<file path="config.mk">
export PLATFORM = sky130hd
export DESIGN_NAME = keyboard_scancode_translator
export DESIGN_NICKNAME = d
export VERILOG_FILES = /design/src/design/kst_pkg.sv /design/src/design/keyboard_scancode_translator.sv /design/src/design/kst_front.sv /design/src/design/kst_fifo.sv /design/src/design/kst_back.sv
export SDC_FILE = /design/constraint.sdc
export NUM_CORES = 1
export LEC_CHECK = 0
export ABC_AREA = 1
export BUFFER_PORTS_ARGS = -buffer_cell sky130_fd_sc_hd__clkbuf_2
export CAP_MARGIN = 20
export CELL_PAD_IN_SITES_DETAIL_PLACEMENT = 0
export CELL_PAD_IN_SITES_GLOBAL_PLACEMENT = 1
export CORE_ASPECT_RATIO = 1.4
export CORE_UTILIZATION = 46
export CTS_CLUSTER_DIAMETER = 120
export DETAILED_ROUTE_END_ITERATION = 8
export PLACE_DENSITY = 0.81
export SLEW_MARGIN = 0
export SYNTH_ARGS = -nofsm -noshare
export SYNTH_HDL_FRONTEND = slang
export SYNTH_SLANG_ARGS = --single-unit
</file>
<file path="constraint.sdc">
create_clock -name clk -period 5.05 [get_ports clk]
set_input_delay 0.7575 -clock clk [delete_from_list [all_inputs] [get_ports clk]]
set_output_delay 0.7575 -clock clk [all_outputs]
set_load 0.01 [all_outputs]
</file>
<file path="src/design/kst_pkg.sv">
// kst_pkg: shared types, result codes and key map tables of the scancode translator
// used by kst_front, kst_fifo, kst_back and keyboard_scancode_translator
`timescale 1ns / 1ps

package kst_pkg;

	localparam logic [1:0] KIND_CHAR  = 2'd0;
	localparam logic [1:0] KIND_LED   = 2'd1;
	localparam logic [1:0] KIND_CON   = 2'd2;
	localparam logic [1:0] KIND_RESET = 2'd3;

	localparam int PLAIN_LEN = 79;
	localparam int UPPER_LEN = 98;
	localparam int PAD_LEN   = 13;

	typedef struct packed {
		logic [1:0] kind;
		logic [7:0] value;
	} kst_res_t;

	typedef struct packed {
		logic [1:0]         last_idx;
		kst_res_t [3:0]     res;
	} kst_job_t;

	typedef struct packed {
		logic full;
		logic empty;
	} kst_qstat_t;

	localparam logic [7:0] PLAIN_ROM [PLAIN_LEN] = '{
		8'h00, 8'h1B, 8'h31, 8'h32, 8'h33, 8'h34, 8'h35, 8'h36,
		8'h37, 8'h38, 8'h39, 8'h30, 8'h2D, 8'h3D, 8'h7F, 8'h09,
		8'h71, 8'h77, 8'h65, 8'h72, 8'h74, 8'h79, 8'h75, 8'h69,
		8'h6F, 8'h70, 8'h5B, 8'h5D, 8'h0A, 8'h00, 8'h61, 8'h73,
		8'h64, 8'h66, 8'h67, 8'h68, 8'h6A, 8'h6B, 8'h6C, 8'h3B,
		8'h27, 8'h60, 8'h00, 8'h5C, 8'h7A, 8'h78, 8'h63, 8'h76,
		8'h62, 8'h6E, 8'h6D, 8'h2C, 8'h2E, 8'h2F, 8'h00, 8'h2A,
		8'h00, 8'h20, 8'h10, 8'h01, 8'h00, 8'h2D, 8'h00, 8'h00,
		8'h00, 8'h2B, 8'h00, 8'h00, 8'h00, 8'h00, 8'h00, 8'h00,
		8'h00, 8'h3C, 8'h2D, 8'h01, 8'h00, 8'h00, 8'h2B
	};

	localparam logic [7:0] UPPER_ROM [UPPER_LEN] = '{
		8'h00, 8'h1B, 8'h21, 8'h40, 8'h23, 8'h24, 8'h25, 8'h5E,
		8'h26, 8'h2A, 8'h28, 8'h29, 8'h5F, 8'h2B, 8'h7F, 8'h09,
		8'h51, 8'h57, 8'h45, 8'h52, 8'h54, 8'h59, 8'h55, 8'h49,
		8'h4F, 8'h50, 8'h7B, 8'h7D, 8'h0A, 8'h00, 8'h41, 8'h53,
		8'h44, 8'h46, 8'h47, 8'h48, 8'h4A, 8'h4B, 8'h4C, 8'h3A,
		8'h22, 8'h7E, 8'h00, 8'h7C, 8'h5A, 8'h58, 8'h43, 8'h56,
		8'h42, 8'h4E, 8'h4D, 8'h3C, 8'h3E, 8'h3F, 8'h00, 8'h2A,
		8'h00, 8'h20, 8'h00, 8'h00, 8'h00, 8'h00, 8'h00, 8'h00,
		8'h00, 8'h00, 8'h00, 8'h00, 8'h00, 8'h00, 8'h00, 8'h00,
		8'h00, 8'h00, 8'h2D, 8'h00, 8'h00, 8'h00, 8'h2B, 8'h00,
		8'h00, 8'h00, 8'h00, 8'h00, 8'h00, 8'h00, 8'h3E, 8'h00,
		8'h00, 8'h00, 8'h00, 8'h00, 8'h00, 8'h00, 8'h00, 8'h00,
		8'h00, 8'h00
	};

	localparam logic [7:0] PAD_DIGIT_ROM [PAD_LEN] = '{
		8'h37, 8'h38, 8'h39, 8'h20, 8'h34, 8'h35, 8'h36, 8'h20,
		8'h31, 8'h32, 8'h33, 8'h30, 8'h2E
	};

	localparam logic [7:0] PAD_MOVE_ROM [PAD_LEN] = '{
		8'h48, 8'h41, 8'h35, 8'h20, 8'h44, 8'h47, 8'h43, 8'h20,
		8'h59, 8'h42, 8'h36, 8'h32, 8'h33
	};

	function automatic logic [7:0] plain_read(input logic [7:0] code);
		logic [7:0] ch;
		ch = 8'h00;
		if (code < 8'(PLAIN_LEN))
			ch = PLAIN_ROM[code[6:0]];
		return ch;
	endfunction

	function automatic logic [7:0] upper_read(input logic [7:0] code);
		logic [7:0] ch;
		ch = 8'h00;
		if (code < 8'(UPPER_LEN))
			ch = UPPER_ROM[code[6:0]];
		return ch;
	endfunction

	function automatic logic [7:0] altgr_read(input logic [7:0] code);
		logic [7:0] ch;
		case (code)
			8'd3:    ch = 8'h40;
			8'd5:    ch = 8'h24;
			8'd8:    ch = 8'h7B;
			8'd9:    ch = 8'h5B;
			8'd10:   ch = 8'h5D;
			8'd11:   ch = 8'h7D;
			8'd12:   ch = 8'h5C;
			8'd27:   ch = 8'h7E;
			8'd28:   ch = 8'h0A;
			8'd58:   ch = 8'h10;
			8'd59:   ch = 8'h01;
			8'd73:   ch = 8'h7C;
			default: ch = 8'h00;
		endcase
		return ch;
	endfunction

endpackage

</file>
<file path="src/design/keyboard_scancode_translator.sv">
// keyboard_scancode_translator: set-1 scancode to character, led, console and reset events
// depends on kst_pkg, kst_front, kst_fifo, kst_back
//
// input channel: one scancode byte per transfer on scan_byte (in_valid / in_stall)
// output channel: one result per transfer on kind, value, last (out_valid / out_stall)
// a scancode gives zero to four results; last marks the final one of each scancode
// prefix bytes, shift, ctrl and alt codes, caps breaks and unmapped keys give no result
// the front takes a byte every cycle while the two-entry job queue has room
// with the queue empty and the back end idle, the first result of a byte is written
// into the job queue and then into the back end's job register, and the remaining
// results follow; throughput is set by the output side: one result per cycle while
// out_stall is low, at most four per byte; a byte without results never enters the queue
// when the receiver stalls, the current result holds, the queue fills and
// in_stall rises once both queue entries are taken
// reset clears modifiers and prefix, sets the num lock led and empties the queue
`timescale 1ns / 1ps

module keyboard_scancode_translator import kst_pkg::*; (
	input  logic       clk,
	input  logic       arst_n,
	input  logic       in_valid,
	output logic       in_stall,
	input  logic [7:0] scan_byte,
	output logic       out_valid,
	input  logic       out_stall,
	output logic [1:0] kind,
	output logic [7:0] value,
	output logic       last
);

	kst_qstat_t qstat;
	kst_job_t   job_in;
	kst_job_t   job_out;
	logic       push;
	logic       pop;

	kst_front u_front (
		.clk       (clk),
		.arst_n    (arst_n),
		.in_valid  (in_valid),
		.in_stall  (in_stall),
		.scan_byte (scan_byte),
		.qstat     (qstat),
		.push      (push),
		.job       (job_in)
	);

	kst_fifo u_fifo (
		.clk     (clk),
		.arst_n  (arst_n),
		.push    (push),
		.job_in  (job_in),
		.pop     (pop),
		.job_out (job_out),
		.qstat   (qstat)
	);

	kst_back u_back (
		.clk       (clk),
		.arst_n    (arst_n),
		.job       (job_out),
		.qstat     (qstat),
		.pop       (pop),
		.out_valid (out_valid),
		.out_stall (out_stall),
		.kind      (kind),
		.value     (value),
		.last      (last)
	);

	a_no_overflow: assert property (@(posedge clk) disable iff (!arst_n)
		push |-> !qstat.full)
		else $error("job queue written while full");

	a_no_underflow: assert property (@(posedge clk) disable iff (!arst_n)
		pop |-> !qstat.empty)
		else $error("job queue read while empty");

	a_drain_idle: assert property (@(posedge clk) disable iff (!arst_n)
		(out_valid && last && !out_stall && qstat.empty) |=> !out_valid)
		else $error("result sent with no job pending");

	a_prefix_silent: assert property (@(posedge clk) disable iff (!arst_n)
		(in_valid && !in_stall && (scan_byte == 8'hE0 || scan_byte == 8'hE1)) |-> !push)
		else $error("prefix byte produced a result job");

endmodule

</file>
<file path="src/design/kst_front.sv">
// kst_front: takes scancode transfers, tracks modifiers, leds and prefix, builds result jobs
// depends on kst_pkg
`timescale 1ns / 1ps

module kst_front import kst_pkg::*; (
	input  logic        clk,
	input  logic        arst_n,
	input  logic        in_valid,
	output logic        in_stall,
	input  logic [7:0]  scan_byte,
	input  kst_qstat_t  qstat,
	output logic        push,
	output kst_job_t    job
);

	typedef enum logic [2:0] {
		PFX_NONE = 3'b001,
		PFX_E0   = 3'b010,
		PFX_E1   = 3'b100
	} pfx_t;

	localparam logic [7:0] SC_E0      = 8'hE0;
	localparam logic [7:0] SC_E1      = 8'hE1;
	localparam logic [7:0] SC_DEL     = 8'h53;
	localparam logic [7:0] SC_SLASH   = 8'h35;
	localparam logic [7:0] SC_PAD_LO  = 8'h47;
	localparam logic [7:0] SC_F1      = 8'h3B;
	localparam logic [7:0] SC_F10     = 8'h44;
	localparam logic [7:0] SC_CTRL    = 8'h1D;
	localparam logic [7:0] SC_CTRL_BR = 8'h9D;
	localparam logic [7:0] SC_ALT     = 8'h38;
	localparam logic [7:0] SC_ALT_BR  = 8'hB8;
	localparam logic [7:0] SC_LSH     = 8'h2A;
	localparam logic [7:0] SC_LSH_BR  = 8'hAA;
	localparam logic [7:0] SC_RSH     = 8'h36;
	localparam logic [7:0] SC_RSH_BR  = 8'hB6;
	localparam logic [7:0] SC_CAPS    = 8'h3A;
	localparam logic [7:0] SC_CAPS_BR = 8'hBA;
	localparam logic [7:0] SC_NUM     = 8'h45;
	localparam logic [7:0] SC_SCROLL  = 8'h46;
	localparam logic [7:0] CH_ESC     = 8'h1B;
	localparam logic [7:0] CH_BRACKET = 8'h5B;
	localparam logic [7:0] CH_TILDE   = 8'h7E;
	localparam logic [7:0] CH_SLASH   = 8'h2F;

	logic [7:0] mod_q, mod_d;
	logic [2:0] led_q, led_d;
	pfx_t       pfx_q, pfx_d;

	logic       accept;
	logic       pre;
	logic       rst_req;
	logic       is_plain;
	logic [7:0] pk_ch;
	logic       pk_ok;
	logic [7:0] pad_off;
	logic [3:0] pad_i;
	logic [7:0] mv_ch;
	logic [7:0] con_off;
	kst_res_t   body [3];
	logic [1:0] body_n;
	logic [2:0] total;

	assign in_stall = qstat.full;
	assign accept   = in_valid && !in_stall;
	assign pre      = (pfx_q != PFX_NONE);
	assign rst_req  = (scan_byte == SC_DEL) && mod_q[2] && mod_q[4];

	assign is_plain = (scan_byte >= 8'h01 && scan_byte <= 8'h1C)
		|| (scan_byte >= 8'h1E && scan_byte <= 8'h29)
		|| (scan_byte >= 8'h2B && scan_byte <= 8'h34)
		|| scan_byte == 8'h37 || scan_byte == 8'h39 || scan_byte == 8'h4A
		|| scan_byte == 8'h4E || scan_byte == 8'h56;

	// table lookup plus caps, ctrl and left alt rules
	always_comb begin
		if (mod_q[5])
			pk_ch = altgr_read(scan_byte);
		else if (|mod_q[1:0])
			pk_ch = upper_read(scan_byte);
		else
			pk_ch = plain_read(scan_byte);
		pk_ok = (pk_ch != 8'h00);
		if (mod_q[6] || mod_q[3] || mod_q[2]) begin
			if (mod_q[6] && (|mod_q[1:0])) begin
				if (pk_ch >= 8'h41 && pk_ch <= 8'h5A)
					pk_ch = pk_ch + 8'h20;
			end else if (pk_ch >= 8'h61 && pk_ch <= 8'h7A) begin
				pk_ch = pk_ch - 8'h20;
			end
			if (|mod_q[3:2])
				pk_ch = pk_ch - 8'h40;
		end
		if (mod_q[4])
			pk_ch = pk_ch | 8'h80;
	end

	assign pad_off = scan_byte - SC_PAD_LO;
	assign pad_i   = pad_off[3:0];
	assign con_off = scan_byte - SC_F1;

	always_comb begin
		mv_ch = PAD_MOVE_ROM[pad_i];
		if (mv_ch <= 8'h39)
			mv_ch = CH_TILDE;
	end

	always_comb begin
		mod_d  = mod_q;
		led_d  = led_q;
		pfx_d  = pfx_q;
		body_n = 2'd0;
		for (int k = 0; k < 3; k++)
			body[k] = '{kind: KIND_CHAR, value: 8'h00};
		if (scan_byte == SC_E0) begin
			pfx_d = PFX_E0;
		end else if (scan_byte == SC_E1) begin
			pfx_d = PFX_E1;
		end else begin
			pfx_d = PFX_NONE;
			if (is_plain) begin
				body[0] = '{kind: KIND_CHAR, value: pk_ch};
				body_n  = {1'b0, pk_ok};
			end else if (scan_byte == SC_SLASH) begin
				if (pfx_q == PFX_E0) begin
					body[0] = '{kind: KIND_CHAR, value: CH_SLASH};
					body_n  = 2'd1;
				end else begin
					body[0] = '{kind: KIND_CHAR, value: pk_ch};
					body_n  = {1'b0, pk_ok};
				end
			end else if (scan_byte >= SC_PAD_LO && scan_byte <= SC_DEL) begin
				if (pfx_q == PFX_E0 || !led_q[1] || (|mod_q[1:0])) begin
					body[0] = '{kind: KIND_CHAR, value: CH_ESC};
					body[1] = '{kind: KIND_CHAR, value: CH_BRACKET};
					body[2] = '{kind: KIND_CHAR, value: mv_ch};
					body_n  = 2'd3;
				end else begin
					body[0] = '{kind: KIND_CHAR, value: PAD_DIGIT_ROM[pad_i]};
					body_n  = 2'd1;
				end
			end else if (scan_byte >= SC_F1 && scan_byte <= SC_F10) begin
				body[0] = '{kind: KIND_CON, value: {6'd0, con_off[1:0]}};
				body_n  = 2'd1;
			end else begin
				case (scan_byte)
					SC_CTRL:    mod_d = pre ? (mod_q | 8'h08) : (mod_q | 8'h04);
					SC_CTRL_BR: mod_d = pre ? (mod_q & 8'hF7) : (mod_q & 8'hFB);
					SC_ALT:     mod_d = pre ? (mod_q | 8'h20) : (mod_q | 8'h10);
					SC_ALT_BR:  mod_d = pre ? (mod_q & 8'hDF) : (mod_q & 8'hEF);
					SC_LSH:     mod_d = mod_q | 8'h01;
					SC_LSH_BR:  mod_d = mod_q & 8'hFE;
					SC_RSH:     mod_d = mod_q | 8'h02;
					SC_RSH_BR:  mod_d = mod_q & 8'hFD;
					SC_CAPS: begin
						if (!mod_q[7]) begin
							led_d   = led_q ^ 3'b100;
							mod_d   = (mod_q ^ 8'h40) | 8'h80;
							body[0] = '{kind: KIND_LED, value: {5'd0, led_q ^ 3'b100}};
							body_n  = 2'd1;
						end
					end
					SC_CAPS_BR: mod_d = mod_q & 8'h7F;
					SC_NUM: begin
						led_d   = led_q ^ 3'b010;
						body[0] = '{kind: KIND_LED, value: {5'd0, led_q ^ 3'b010}};
						body_n  = 2'd1;
					end
					SC_SCROLL: begin
						led_d   = led_q ^ 3'b001;
						body[0] = '{kind: KIND_LED, value: {5'd0, led_q ^ 3'b001}};
						body_n  = 2'd1;
					end
					default: ;
				endcase
			end
		end
	end

	// reset request goes ahead of whatever the key itself gives
	always_comb begin
		job.res = '0;
		if (rst_req) begin
			job.res[0] = '{kind: KIND_RESET, value: 8'h00};
			for (int k = 0; k < 3; k++)
				job.res[k + 1] = body[k];
		end else begin
			for (int k = 0; k < 3; k++)
				job.res[k] = body[k];
		end
		total        = {1'b0, body_n} + {2'd0, rst_req};
		job.last_idx = 2'(total - 3'd1);
	end

	assign push = accept && (total != 3'd0);

	always_ff @(posedge clk or negedge arst_n) begin
		if (!arst_n) begin
			mod_q <= 8'h00;
			led_q <= 3'b010;
			pfx_q <= PFX_NONE;
		end else if (accept) begin
			mod_q <= mod_d;
			led_q <= led_d;
			pfx_q <= pfx_d;
		end
	end

endmodule

</file>
<file path="src/design/kst_fifo.sv">
// kst_fifo: two-entry job queue between the front and back of the translator
// depends on kst_pkg
`timescale 1ns / 1ps

module kst_fifo import kst_pkg::*; (
	input  logic       clk,
	input  logic       arst_n,
	input  logic       push,
	input  kst_job_t   job_in,
	input  logic       pop,
	output kst_job_t   job_out,
	output kst_qstat_t qstat
);

	kst_job_t   mem_q [2];
	logic       wp_q;
	logic       rp_q;
	logic [1:0] cnt_q;

	assign qstat.full  = (cnt_q == 2'd2);
	assign qstat.empty = (cnt_q == 2'd0);
	assign job_out     = mem_q[rp_q];

	always_ff @(posedge clk) begin
		if (push)
			mem_q[wp_q] <= job_in;
	end

	always_ff @(posedge clk or negedge arst_n) begin
		if (!arst_n) begin
			wp_q  <= 1'b0;
			rp_q  <= 1'b0;
			cnt_q <= 2'd0;
		end else begin
			if (push)
				wp_q <= ~wp_q;
			if (pop)
				rp_q <= ~rp_q;
			case ({push, pop})
				2'b10:   cnt_q <= cnt_q + 2'd1;
				2'b01:   cnt_q <= cnt_q - 2'd1;
				default: cnt_q <= cnt_q;
			endcase
		end
	end

endmodule

</file>
<file path="src/design/kst_back.sv">
// kst_back: sends queued jobs' results, one per cycle while out_stall is low
// depends on kst_pkg
`timescale 1ns / 1ps

module kst_back import kst_pkg::*; (
	input  logic       clk,
	input  logic       arst_n,
	input  kst_job_t   job,
	input  kst_qstat_t qstat,
	output logic       pop,
	output logic       out_valid,
	input  logic       out_stall,
	output logic [1:0] kind,
	output logic [7:0] value,
	output logic       last
);

	kst_job_t   cur_q;
	logic [1:0] idx_q;
	logic       busy_q;
	logic       done;
	kst_res_t   sel;

	assign done = busy_q && !out_stall && (idx_q == cur_q.last_idx);
	assign pop  = !qstat.empty && (!busy_q || done);

	assign sel       = cur_q.res[idx_q];
	assign out_valid = busy_q;
	assign kind      = sel.kind;
	assign value     = sel.value;
	assign last      = (idx_q == cur_q.last_idx);

	always_ff @(posedge clk) begin
		if (pop)
			cur_q <= job;
	end

	always_ff @(posedge clk or negedge arst_n) begin
		if (!arst_n) begin
			busy_q <= 1'b0;
			idx_q  <= 2'd0;
		end else if (pop) begin
			busy_q <= 1'b1;
			idx_q  <= 2'd0;
		end else if (done) begin
			busy_q <= 1'b0;
		end else if (busy_q && !out_stall) begin
			idx_q <= idx_q + 2'd1;
		end
	end

endmodule

</file>
# Word-level counts from Yosys, hierarchy flattened

Memory sizes are Yosys's and may differ from the RTL's. A register that Yosys moved wholly into a read port is not among the register bits.
Cells that the tools add are included.
W data, S select, Z words.

Register bits: 21
RAM bits: 84
Memory bits (read-only): 2304
Input port bits: 12
Word-level logic and storage cells: 251
Memories kept: 5

Add/subtract/negate cells: 10
Order comparisons: 20
Equal/unequal tests: 47
Mux-type cells: 67
Bitwise gates (word level): 27
Reduce and logical (&&, ||, !) cells: 58

Memories:

| memory           | depth | bits a word | read ports | clocked after Yosys merged registers in | wr ports | line             | source |
|---|---|---|---|---|---|---|---|
| (name not given) | 128   | 8           | 1          | 0                                       | 0        | kst_pkg.sv:82    | `ch = UPPER_ROM[code[6:0]];` |
| (name not given) | 128   | 8           | 1          | 0                                       | 0        | kst_pkg.sv:74    | `ch = PLAIN_ROM[code[6:0]];` |
| (name not given) | 16    | 8           | 1          | 0                                       | 0        | kst_front.sv:103 | `mv_ch = PAD_MOVE_ROM[pad_i];` |
| (name not given) | 16    | 8           | 1          | 0                                       | 0        | kst_front.sv:139 | `body[0] = '{kind: KIND_CHAR, value: PAD_DIGIT_ROM[pad_i]};` |
| u_fifo.mem_q     | 2     | 42          | 1          | 1                                       | 1        | kst_fifo.sv:15   | `kst_job_t mem_q [2];` |

Operator list:

| kind                 | number |
|---|---|
| $mux W8              | 22 |
| $mux W30             | 3 |
| $reduce_and A18 Y1   | 5 |
| $pmux W7 S12         | 1 |
| $pmux W8 S10         | 1 |
| $eq A8 B6 Y1 const B | 8 |
| $mux W10             | 6 |
| $eq A8 B7 Y1 const B | 7 |
| $eq A8 B8 Y1 const B | 7 |
| $reduce_and A16 Y1   | 3 |
| $eq A8 B4 Y1 const B | 5 |
| $mux W20             | 2 |
| $mux W17             | 2 |
| $le A8 B7 Y1 const B | 4 |
| $pmux W10 S3         | 1 |
| $not A1 Y1           | 25 |
| $eq A8 B5 Y1 const B | 3 |
| $ge A8 B7 Y1 const B | 3 |
| $le A8 B6 Y1 const B | 3 |
| $bmux W10 S2         | 1 |
| $mux W2              | 10 |
| $reduce_and A10 Y1   | 2 |
| $ge A8 B6 Y1 const B | 2 |
| $lt A8 B7 Y1 const B | 2 |
| other kinds (44)     | 101 |

# Depth between registers and ports, before layout

Gate-level depths: netlist of run 1.

Depth after elaboration: 22
Depth in mapped cells: 29
Mapped depth without buffers: 28

# By module

Synthesis of run 1 repeated with hierarchy kept, for this count alone.

Cell total of the unflattened synthesis: 1122
Area total of the unflattened synthesis: 8891.0 um2

By module, submodules not included:

| module    | instances | cells an instance | area an instance (um2) | sequential area each (um2) |
|---|---|---|---|---|
| kst_front | 1         | 753               | 3854.9                 | 352.8 |
| kst_fifo  | 1         | 243               | 3326.9                 | 2622.5 |
| kst_back  | 1         | 126               | 1709.1                 | 1336.3 |

# Worst setup path before layout of run 1

No wires, ideal clock.

Path type: input to register
Start point: in scan_byte[0]
End point: mem u_fifo.mem_q[0][0] (netlist bit), enable pin
Library setup time: 429 ps
Arrival: 5177 ps
Required time: 4621 ps
Path slack: -556 ps
Cell stages on the path: 26
Buffers on the path: 2
Path through: buf_4 clkinv_1 ha_1 clkbuf_1 inv_1 nand3_1 nand2_1 nor2_1 nor2_1 nand2_1 nand2_1 nand2_1 nand2_1 nand2_1 nand2_1 nor2_1 nand3_1 o31ai_1 inv_1 ha_1 ha_1 inv_1 ha_1 inv_1 o21ai_0 nor2_1

Cells in the longest elaborated chain, start to end: 18

RTL lines:

| element                                         | line                               | source |
|---|---|---|
| from (decl)                                     | keyboard_scancode_translator.sv:23 | `input logic [7:0] scan_byte,` |
| $not A7 Y8 (implied by the code)                | kst_pkg.sv:74, kst_pkg.sv:82       |  |
| $mem_v2 Z128 W8, on equally long branches       | --                                 |  |
| $mux W8, on equally long branches (2 in series) | kst_pkg.sv:74, kst_pkg.sv:82       |  |
| $mux W8, on equally long branches               | kst_pkg.sv:73, kst_pkg.sv:81       |  |
| $mux W8                                         | kst_front.sv:79                    | `else if (\|mod_q[1:0])` |
| $mux W8                                         | kst_front.sv:77                    | `if (mod_q[5])` |
| $reduce_bool A8 Y1                              | kst_front.sv:83                    | `pk_ok = (pk_ch != 8'h00);` |
| $mux W1                                         | kst_front.sv:125                   | `if (pfx_q == PFX_E0) begin` |
| $mux W2                                         | kst_front.sv:124                   | `end else if (scan_byte == SC_SLASH) begin` |
| $mux W2                                         | kst_front.sv:121                   | `if (is_plain) begin` |
| $mux W2                                         | kst_front.sv:117                   | `end else if (scan_byte == SC_E1) begin` |
| $mux W2                                         | kst_front.sv:115                   | `if (scan_byte == SC_E0) begin` |
| $add A2 B1 Y3 *                                 | kst_front.sv:191                   | `total = {1'b0, body_n} + {2'd0, rst_req};` |
| $reduce_bool A3 Y1 *                            | kst_front.sv:195                   | `assign push = accept && (total != 3'd0);` |
| $logic_and A1 B1 Y1 *                           | kst_front.sv:195                   |  |
| $mux W1 *                                       | kst_fifo.sv:25                     | `if (push)` |
| $mux W1 (implied by the code) *                 | kst_fifo.sv:26                     | `mem_q[wp_q] <= job_in;` |
| to (decl)                                       | kst_fifo.sv:15                     |  |

Every way passes the cells marked *; elsewhere a longest branch is shown, timed or not. The select of a mux whose other input is x is not followed.

# Worst setup path after layout of run 1

Start point: in scan_byte[0]
End point: reg u_fifo.cnt_q[1]

Cells in the longest elaborated chain, start to end: 18

RTL lines:

| element                                                  | line                         | source |
|---|---|---|
| $not A7 Y8 (implied by the code)                         | kst_pkg.sv:74, kst_pkg.sv:82 |  |
| $mem_v2 Z128 W8, on equally long branches                | --                           |  |
| $mux W8, on equally long branches (2 in series)          | kst_pkg.sv:74, kst_pkg.sv:82 |  |
| $mux W8, on equally long branches                        | kst_pkg.sv:73, kst_pkg.sv:81 |  |
| $mux W8                                                  | kst_front.sv:79              |  |
| $mux W8                                                  | kst_front.sv:77              |  |
| $reduce_bool A8 Y1                                       | kst_front.sv:83              |  |
| $mux W1                                                  | kst_front.sv:125             |  |
| $mux W2                                                  | kst_front.sv:124             |  |
| $mux W2                                                  | kst_front.sv:121             |  |
| $mux W2                                                  | kst_front.sv:117             |  |
| $mux W2                                                  | kst_front.sv:115             |  |
| $add A2 B1 Y3 *                                          | kst_front.sv:191             |  |
| $reduce_bool A3 Y1 *                                     | kst_front.sv:195             |  |
| $logic_and A1 B1 Y1 *                                    | kst_front.sv:195             |  |
| $eq A2 B1 Y1 / $eq A2 B2 Y1 (equally long branches)      | kst_fifo.sv:39               | `case ({push, pop})` |
| $pmux W2 S2 / $reduce_bool A2 Y1 (equally long branches) | --                           |  |
| to (signal assigned)                                     | kst_fifo.sv:40               | `2'b10: cnt_q <= cnt_q + 2'd1;` |
| to (signal assigned)                                     | kst_fifo.sv:41               | `2'b01: cnt_q <= cnt_q - 2'd1;` |
| to (signal assigned)                                     | kst_fifo.sv:42               | `default: cnt_q <= cnt_q;` |
| to (decl)                                                | kst_fifo.sv:18               | `logic [1:0] cnt_q;` |

Marks and branches as above.
A chain may end at the register's enable or synchronous reset.

==> flow_summary.json, run 1 <==
{
  "syn-cell-area_sq_um": 8030,
  "critical_path_arrival_ps": 4940,
  "fin_skew_ps": 11.6,
  "post_cts_buffers": 0,
  "ys_seq_area_share_pct": 47.0,
  "power_density_nw_per_um2": 414,
  "yosys.cell_count.top_type": "nand2_1",
  "clkTransAtPathRegs_ps": 60,
  "synth_common_cells": "nand2_1 (350), nor2_1 (123), edfxtp_1 (108)",
  "grt_pass1_wl_um": 37000,
  "post-route-drc-count": 0,
  "cts_max_level": 4,
  "grt_pass1_vias": 7100,
  "period_share_pct": 92.1,
  "finalNonFillerCells": 1333,
  "crit_path_start": "scan_byte[0]",
  "initial_core_util_pct": 47.5,
  "pre_cts_slack_ps": 51.6,
  "r2r-end": "u_fifo.cnt_q[1]$_DFFE_PN0P_",
  "worst_setup_path_end_kind": "register",
  "synthesis.instances": 1041,
  "cts_tree": "built",
  "core-area_sq_um": 16900,
  "cpPeakStageDelay_ps": 490,
  "cts_resized": 0,
  "die_area_sq_um": 18000,
  "die_height_um": 158,
  "fmax_mhz": 215,
  "io-pin-count": 25,
  "critPathKind": "in -> reg",
  "synth-edff-count": 108,
  "grt-ovfl-total": 0,
  "antenna_found_initial": 0,
  "post-route-min-period_ps": 4650,
  "routed_via_density": 5.31,
  "io_buffers": 24,
  "critPathRequiredTime_ps": 5340,
  "syn_area_per_cell_sq_um": 7.71,
  "clock_path_buffers": 2,
  "peakVddDrop_v": 0.000185,
  "synth.area.top_cells": "edfxtp_1 (40%), nand2_1 (16%), dfrtp_1 (5.9%)",
  "grt_max_degree": 41,
  "ys_types": 54,
  "cp-start-kind": "primary input",
  "total_power_uw": 3820,
  "worstMarginPinSlew_ps": 829,
  "grt_usage_pct": 27.5,
  "critPathBufInv": 7,
  "die_w_um": 114,
  "status": "completed",
  "finalMaxSlewViolations": 0,
  "ys_ff_latch": 129,
  "rows": 56,
  "cts_sinks": 129,
  "dp.cells": 1301,
  "cpMaxStageDelayCell": "nor2_1",
  "root_buffer": "clkbuf_16",
  "rrSetupSlack_ps": 1390,
  "yosys.area.top_type_share_pct": 40.4,
  "rsz0062_at_grt": "no",
  "antenna_left": 0,
  "worstSetupEndpoint": "u_fifo.cnt_q[1]$_DFFE_PN0P_",
  "wl_per_cell_um": 17.8,
  "layout-drive-gt1-share_pct": 12.3,
  "gp_congestion": 1.05,
  "leakagePower_uw": 0.00412,
  "hpwl_um": 18100,
  "cp_max_fo": 10,
  "num_vias": 7083,
  "hold_buffers": 0,
  "critPathTopFamily": "adder cells",
  "dr.pass1.iters": 6,
  "async_flop_share_pct": 16.3,
  "setup_violations": 0,
  "numCtsBuffers": 17,
  "worst_hold_path_type": "in -> async",
  "final_net_count": 1122,
  "r2r-start": "u_front.mod_q[1]$_DFFE_PN0P_",
  "path_depth": 26,
  "routed_wl_um": 23700,
  "syn_to_final_growth_pct": 14.7,
  "n_antenna_cell": 0,
  "drt_iter0_markers": 468,
  "worst_path_most_repeated_cell": "ha_1",
  "hold_viol": 0,
  "synth_largest_area_cell": "edfxtp_1",
  "synth-main-ff-cell": "edfxtp_1",
  "r2r_cells": 23,
  "yosysWarnings": 0,
  "max_cap_violations": 0,
  "slew_headroom_pct": 44.1,
  "clkLatencyLatePin_ps": 410,
  "setup_ws_ps": 397
}
==> where the power goes <==
group | total (uW) | switching [uW] | internal [uW]
combinational | 1070 | 736 | 332
sequential | 1500 | 90.0 | 1410
clock | 1240 | 488 | 755
total | 3820 | 1310 | 2500
==> flip-flops by register name (all words and copies together), names as in the netlist <==
name,count
u_fifo.rp_q,1
u_back.out_valid,1
u_front.led_q,3
u_fifo.mem_q,72
u_back.cur_q,36
u_fifo.wp_q,1
u_fifo.cnt_q,2
u_front.pfx_q,3
u_back.idx_q,2
u_front.mod_q,8
==> worst min path at each step <==
stage	from	endpoint	slack (ps)
after detailed placement	u_front.pfx_q[1]$_DFFE_PN0P_	u_front.pfx_q[1]$_DFFE_PN0P_	480
final	arst_n	u_back.idx_q[1]$_DFFE_PN0P_	330
after global routing	arst_n	u_back.out_valid$_DFFE_PN0P_	360
after floorplan	u_front.mod_q[1]$_DFFE_PN0P_	u_front.mod_q[1]$_DFFE_PN0P_	450
after global placement	u_front.mod_q[1]$_DFFE_PN0P_	u_front.mod_q[1]$_DFFE_PN0P_	470
after CTS	arst_n	u_back.out_valid$_DFFE_PN0P_	340
==> metrics by stage <==
stage / utilization [%] / setup TNS, ps / cell area [sq um] / hold slack [ps]
floorplan: - / -40020 / 8040 / 454
global placement: 51.0 / 0 / 8600 / 470
detailed placement: 51.0 / 0 / 8600 / 481
CTS: 54.5 / 0 / 9210 / 341
global route: 54.5 / 0 / 9210 / 361
finish: 54.5 / 0 / 9210 / 333
==> final cells by class <==
type	instances	area, sq um
fill	1619	7680
tap	232	290
inverter	104	392
clock inverter	14	164
sequential	129	3770
multi-input combinational	776	3710
timing repair buffer	60	440
clock buffer	18	439
==> per-layer routing <==
metal / global-route usage [%] / vias up / share of wire (%)
met5: 0 / - / 0
met4: 19.5 / 0 / 6.5
met3: 3.39 / 86 / 3.3
met2: 50.8 / 213 / 52
met1: 29.0 / 3256 / 38
li1: - / 3528 / -
==> cells by family (layout without fill, tap and decap cells) <==
group	after synthesis	count (layout)	synth area share, %
other	1	6	0.0467
XOR/XNOR	8	8	0.873
flip-flops	129	129	47.0
buffers and inverters	141	196	7.28
AO/OA/AOI/OAI	148	148	10.3
AND/OR/NAND/NOR	589	589	30.7
multiplexers	3	3	0.405
adder cells (fa/ha/maj)	22	22	3.43
==> cell usage in the layout, fill, tap and decap left out, drive strengths merged, types with 5 or more instances in the layout <==
master | Yosys | routed
o21ai | 72 | 72
o22ai | 12 | 12
edfxtp | 108 | 108
a31oi | 5 | 5
nand4 | 6 | 6
dfrtp | 19 | 19
nand3 | 75 | 75
nand2 | 357 | 357
conb | 1 | 6
nor2 | 131 | 131
clkbuf | 18 | 42
ha | 22 | 22
clkinv | 4 | 5
nor3 | 14 | 14
inv | 100 | 108
xor2 | 6 | 6
a21oi | 39 | 39
buf | 19 | 36
Power figures use the tool's default switching activity.
==> run 2, diff against run 1 <==
ABC_AREA = 0   (was 1)
PLACE_DENSITY = 0.76   (was 0.81)
==> run 2 against run 1 <==
Cell area grew 1.5%. Synthesized cell count shrank 27%. Sequential cell count is the same. Largest cell class is now multi-input gates. Combinational power shrank 7%. Highest routed layer unchanged. Critical endpoint unchanged.
==> flow_summary.json, run 2 <==
{
  "ys_seq_area_share_pct": 47.4,
  "hold_ws_ps": 370,
  "finalNonFillerCells": 1050,
  "core-area_sq_um": 16800,
  "cp-start-kind": "primary input",
  "synth-main-ff-cell": "edfxtp_1",
  "max_cap_violations": 0,
  "post_cts_buffers": 0,
  "rsz0062_at_grt": "no",
  "pre_cts_slack_ps": -56.4,
  "largest_register": "u_fifo.mem_q",
  "worstMarginPinSlew_ps": 1120,
  "cts_resized": 0,
  "io-pin-count": 25,
  "critPathRequiredTime_ps": 5380,
  "crit_path_start": "scan_byte[1]",
  "drt_iter0_markers": 479,
  "root_buffer": "clkbuf_16",
  "initial_core_util_pct": 47.3,
  "async_flop_share_pct": 16.3,
  "synth.area.top_cells": "edfxtp_1 (41%), mux2_2 (6.4%), dfrtp_1 (6.0%)",
  "yosysWarnings": 0,
  "ys_ff_latch": 129,
  "worst_setup_path_end_kind": "register",
  "synth-edff-count": 108,
  "r2r-start": "u_front.mod_q[1]$_DFFE_PN0P_",
  "die_area_sq_um": 17800,
  "syn-cell-area_sq_um": 7950,
  "synth_largest_area_cell": "edfxtp_1",
  "gp_congestion": 0.981,
  "power_density_nw_per_um2": 390,
  "period_share_pct": 93.3,
  "antenna_found_initial": 0,
  "io_buffers": 24,
  "cts_sinks": 129,
  "finalMaxSlewViolations": 0,
  "fin_skew_ps": 8.13,
  "setup_violations": 0,
  "leakagePower_uw": 0.00357,
  "synth_common_cells": "edfxtp_1 (108), nand2_1 (72), nor2_1 (61)",
  "ys_types": 78,
  "worst_hold_path_type": "in -> async",
  "grt-ovfl-total": 0,
  "routed_wl_um": 25000,
  "syn_to_final_growth_pct": 17.6,
  "layout-drive-gt1-share_pct": 24.7,
  "cts_max_level": 4,
  "mostFrequentLayoutCell": "edfxtp_1",
  "layout_common_cells": "edfxtp_1 (108), nand2_1 (72), buf_4 (70)",
  "cts_tree": "built",
  "hold_viol": 0,
  "clkLatencyLatePin_ps": 400,
  "die_height_um": 158,
  "cp_max_fo": 9,
  "die_w_um": 113,
  "final_net_count": 868,
  "peakVddDrop_v": 0.000207,
  "critPathKind": "in -> reg",
  "slew_headroom_pct": 24.4,
  "syn_area_per_cell_sq_um": 10.4,
  "yosys.area.top_type_share_pct": 40.8,
  "synthesis.instances": 763,
  "critical_path_arrival_ps": 5040,
  "grt_pass1_vias": 6963,
  "yosys.cell_count.top_type": "edfxtp_1",
  "dr.pass1.iters": 8,
  "numCtsBuffers": 17,
  "clkTransAtPathRegs_ps": 60,
  "n_antenna_cell": 0,
  "setup_ws_ps": 336,
  "wl_per_cell_um": 23.8,
  "clock_path_buffers": 2,
  "hold_buffers": 0,
  "dp.cells": 1018,
  "antenna_left": 0,
  "hpwl_um": 19100,
  "num_vias": 6637,
  "post-route-drc-count": 0,
  "grt_max_degree": 39,
  "status": "completed",
  "largest_reg_flops": 72,
  "routed_via_density": 6.32,
  "top_regs": "u_fifo.mem_q: 72 flops, u_back.cur_q: 36 flops, u_front.mod_q: 8 flops",
  "rows": 56,
  "post-route-min-period_ps": 4710,
  "grt_pass1_wl_um": 39200,
  "fmax_mhz": 212,
  "grt_usage_pct": 29.7
}
[run 2: changes by cell type after synthesis, moves of 11 or more]
cell | previous run | this run
o21ai_0 | 65 | 48
nand2b_1 | 0 | 18
mux2_2 | 1 | 45
clkbuf_1 | 18 | 33
nand2_1 | 350 | 72
inv_1 | 88 | 26
nor2b_1 | 0 | 11
nor2_1 | 123 | 61
nand3_1 | 73 | 18
[run 2: report_power, final]
group / total (uW) / switching [uW] / internal, uW
combinational: 1000 / 554 / 449
sequential: 1490 / 106 / 1390
clock: 1150 / 461 / 685
[run 2: path summary, 6_finish.rpt]
path | cells past startpoint | end | slack [ps]
worst min register to register | 1 | u_front.led_q[2]$_DFFE_PN0P_ | 490
max in group asynchronous | 1 | u_front.mod_q[7]$_DFFE_PN0P_ | 4250
min in group clk | 1 | u_front.led_q[2]$_DFFE_PN0P_ | 490
worst max register to register | 18 | u_fifo.cnt_q[1]$_DFFE_PN0P_ | 570
worst max-delay path | 21 | u_fifo.cnt_q[1]$_DFFE_PN0P_ | 340
worst min-delay path | 1 | u_front.pfx_q[1]$_DFFE_PN0P_ | 370
[run 2: area by class of cell]
class,instances,area [sq um]
fill,1508,7470
multi-input combinational,559,3910
sequential,129,3770
timing repair buffer,99,746
clock buffer,19,433
tap,203,254
clock inverter,13,130
inverter,28,105
[run 2: critical path: stages]
cell and delay, ps:
clkbuf_2 170, inv_1 110, ha_1 240, buf_4 190, o21a_1 180, o311ai_0 420
o311ai_0 240, nand4_1 210, a32o_1 220, nand2_1 80, or3_1 370, o22a_1 230
ha_1 210, ha_1 270, inv_1 60, ha_1 130, inv_1 50, o21ai_2 290
ha_1 330, nor2_1 140, xor2_1 140
[run 2: logic make-up (layout without fill, tap and decap cells)]
group                      count (synthesis)  in the layout  synth area share, %
other                                      1              6               0.0472
DFF                                      129            129                 47.4
adders and majority gates                 22             22                 3.46
muxes                                     65             65                 10.5
and+or+nand+nor                          249            249                 15.6
buffers and inverters                     80            159                 3.97
xor gates and xnor gates                  13             13                 1.43
AOI/OAI and AO/OA                        204            204                 17.6
[run 2: routing by layer]
layer | vias up | routed length [um] | global-route usage, %
met2 | 259 | 13300 | 54.9
met3 | 113 | 959 | 4.97
met5 | - | 0 | 0
li1 | 3031 | - | -
met4 | 0 | 1920 | 22.2
met1 | 3234 | 8800 | 29.7
[run 2: per-stage QoR]
stage          power [uW]  setup TNS (ps)  instance area (sq um)  util (%)
3_5_place_dp         2520           -56.4                   8790      52.2
5_1_grt              3810               0                   9350      55.6
6_report             3640               0                   9350      55.6
2_1_floorplan        2170               0                   7990         -
3_3_place_gp         2490               0                   8790      52.2
4_1_cts              3670               0                   9350      55.6
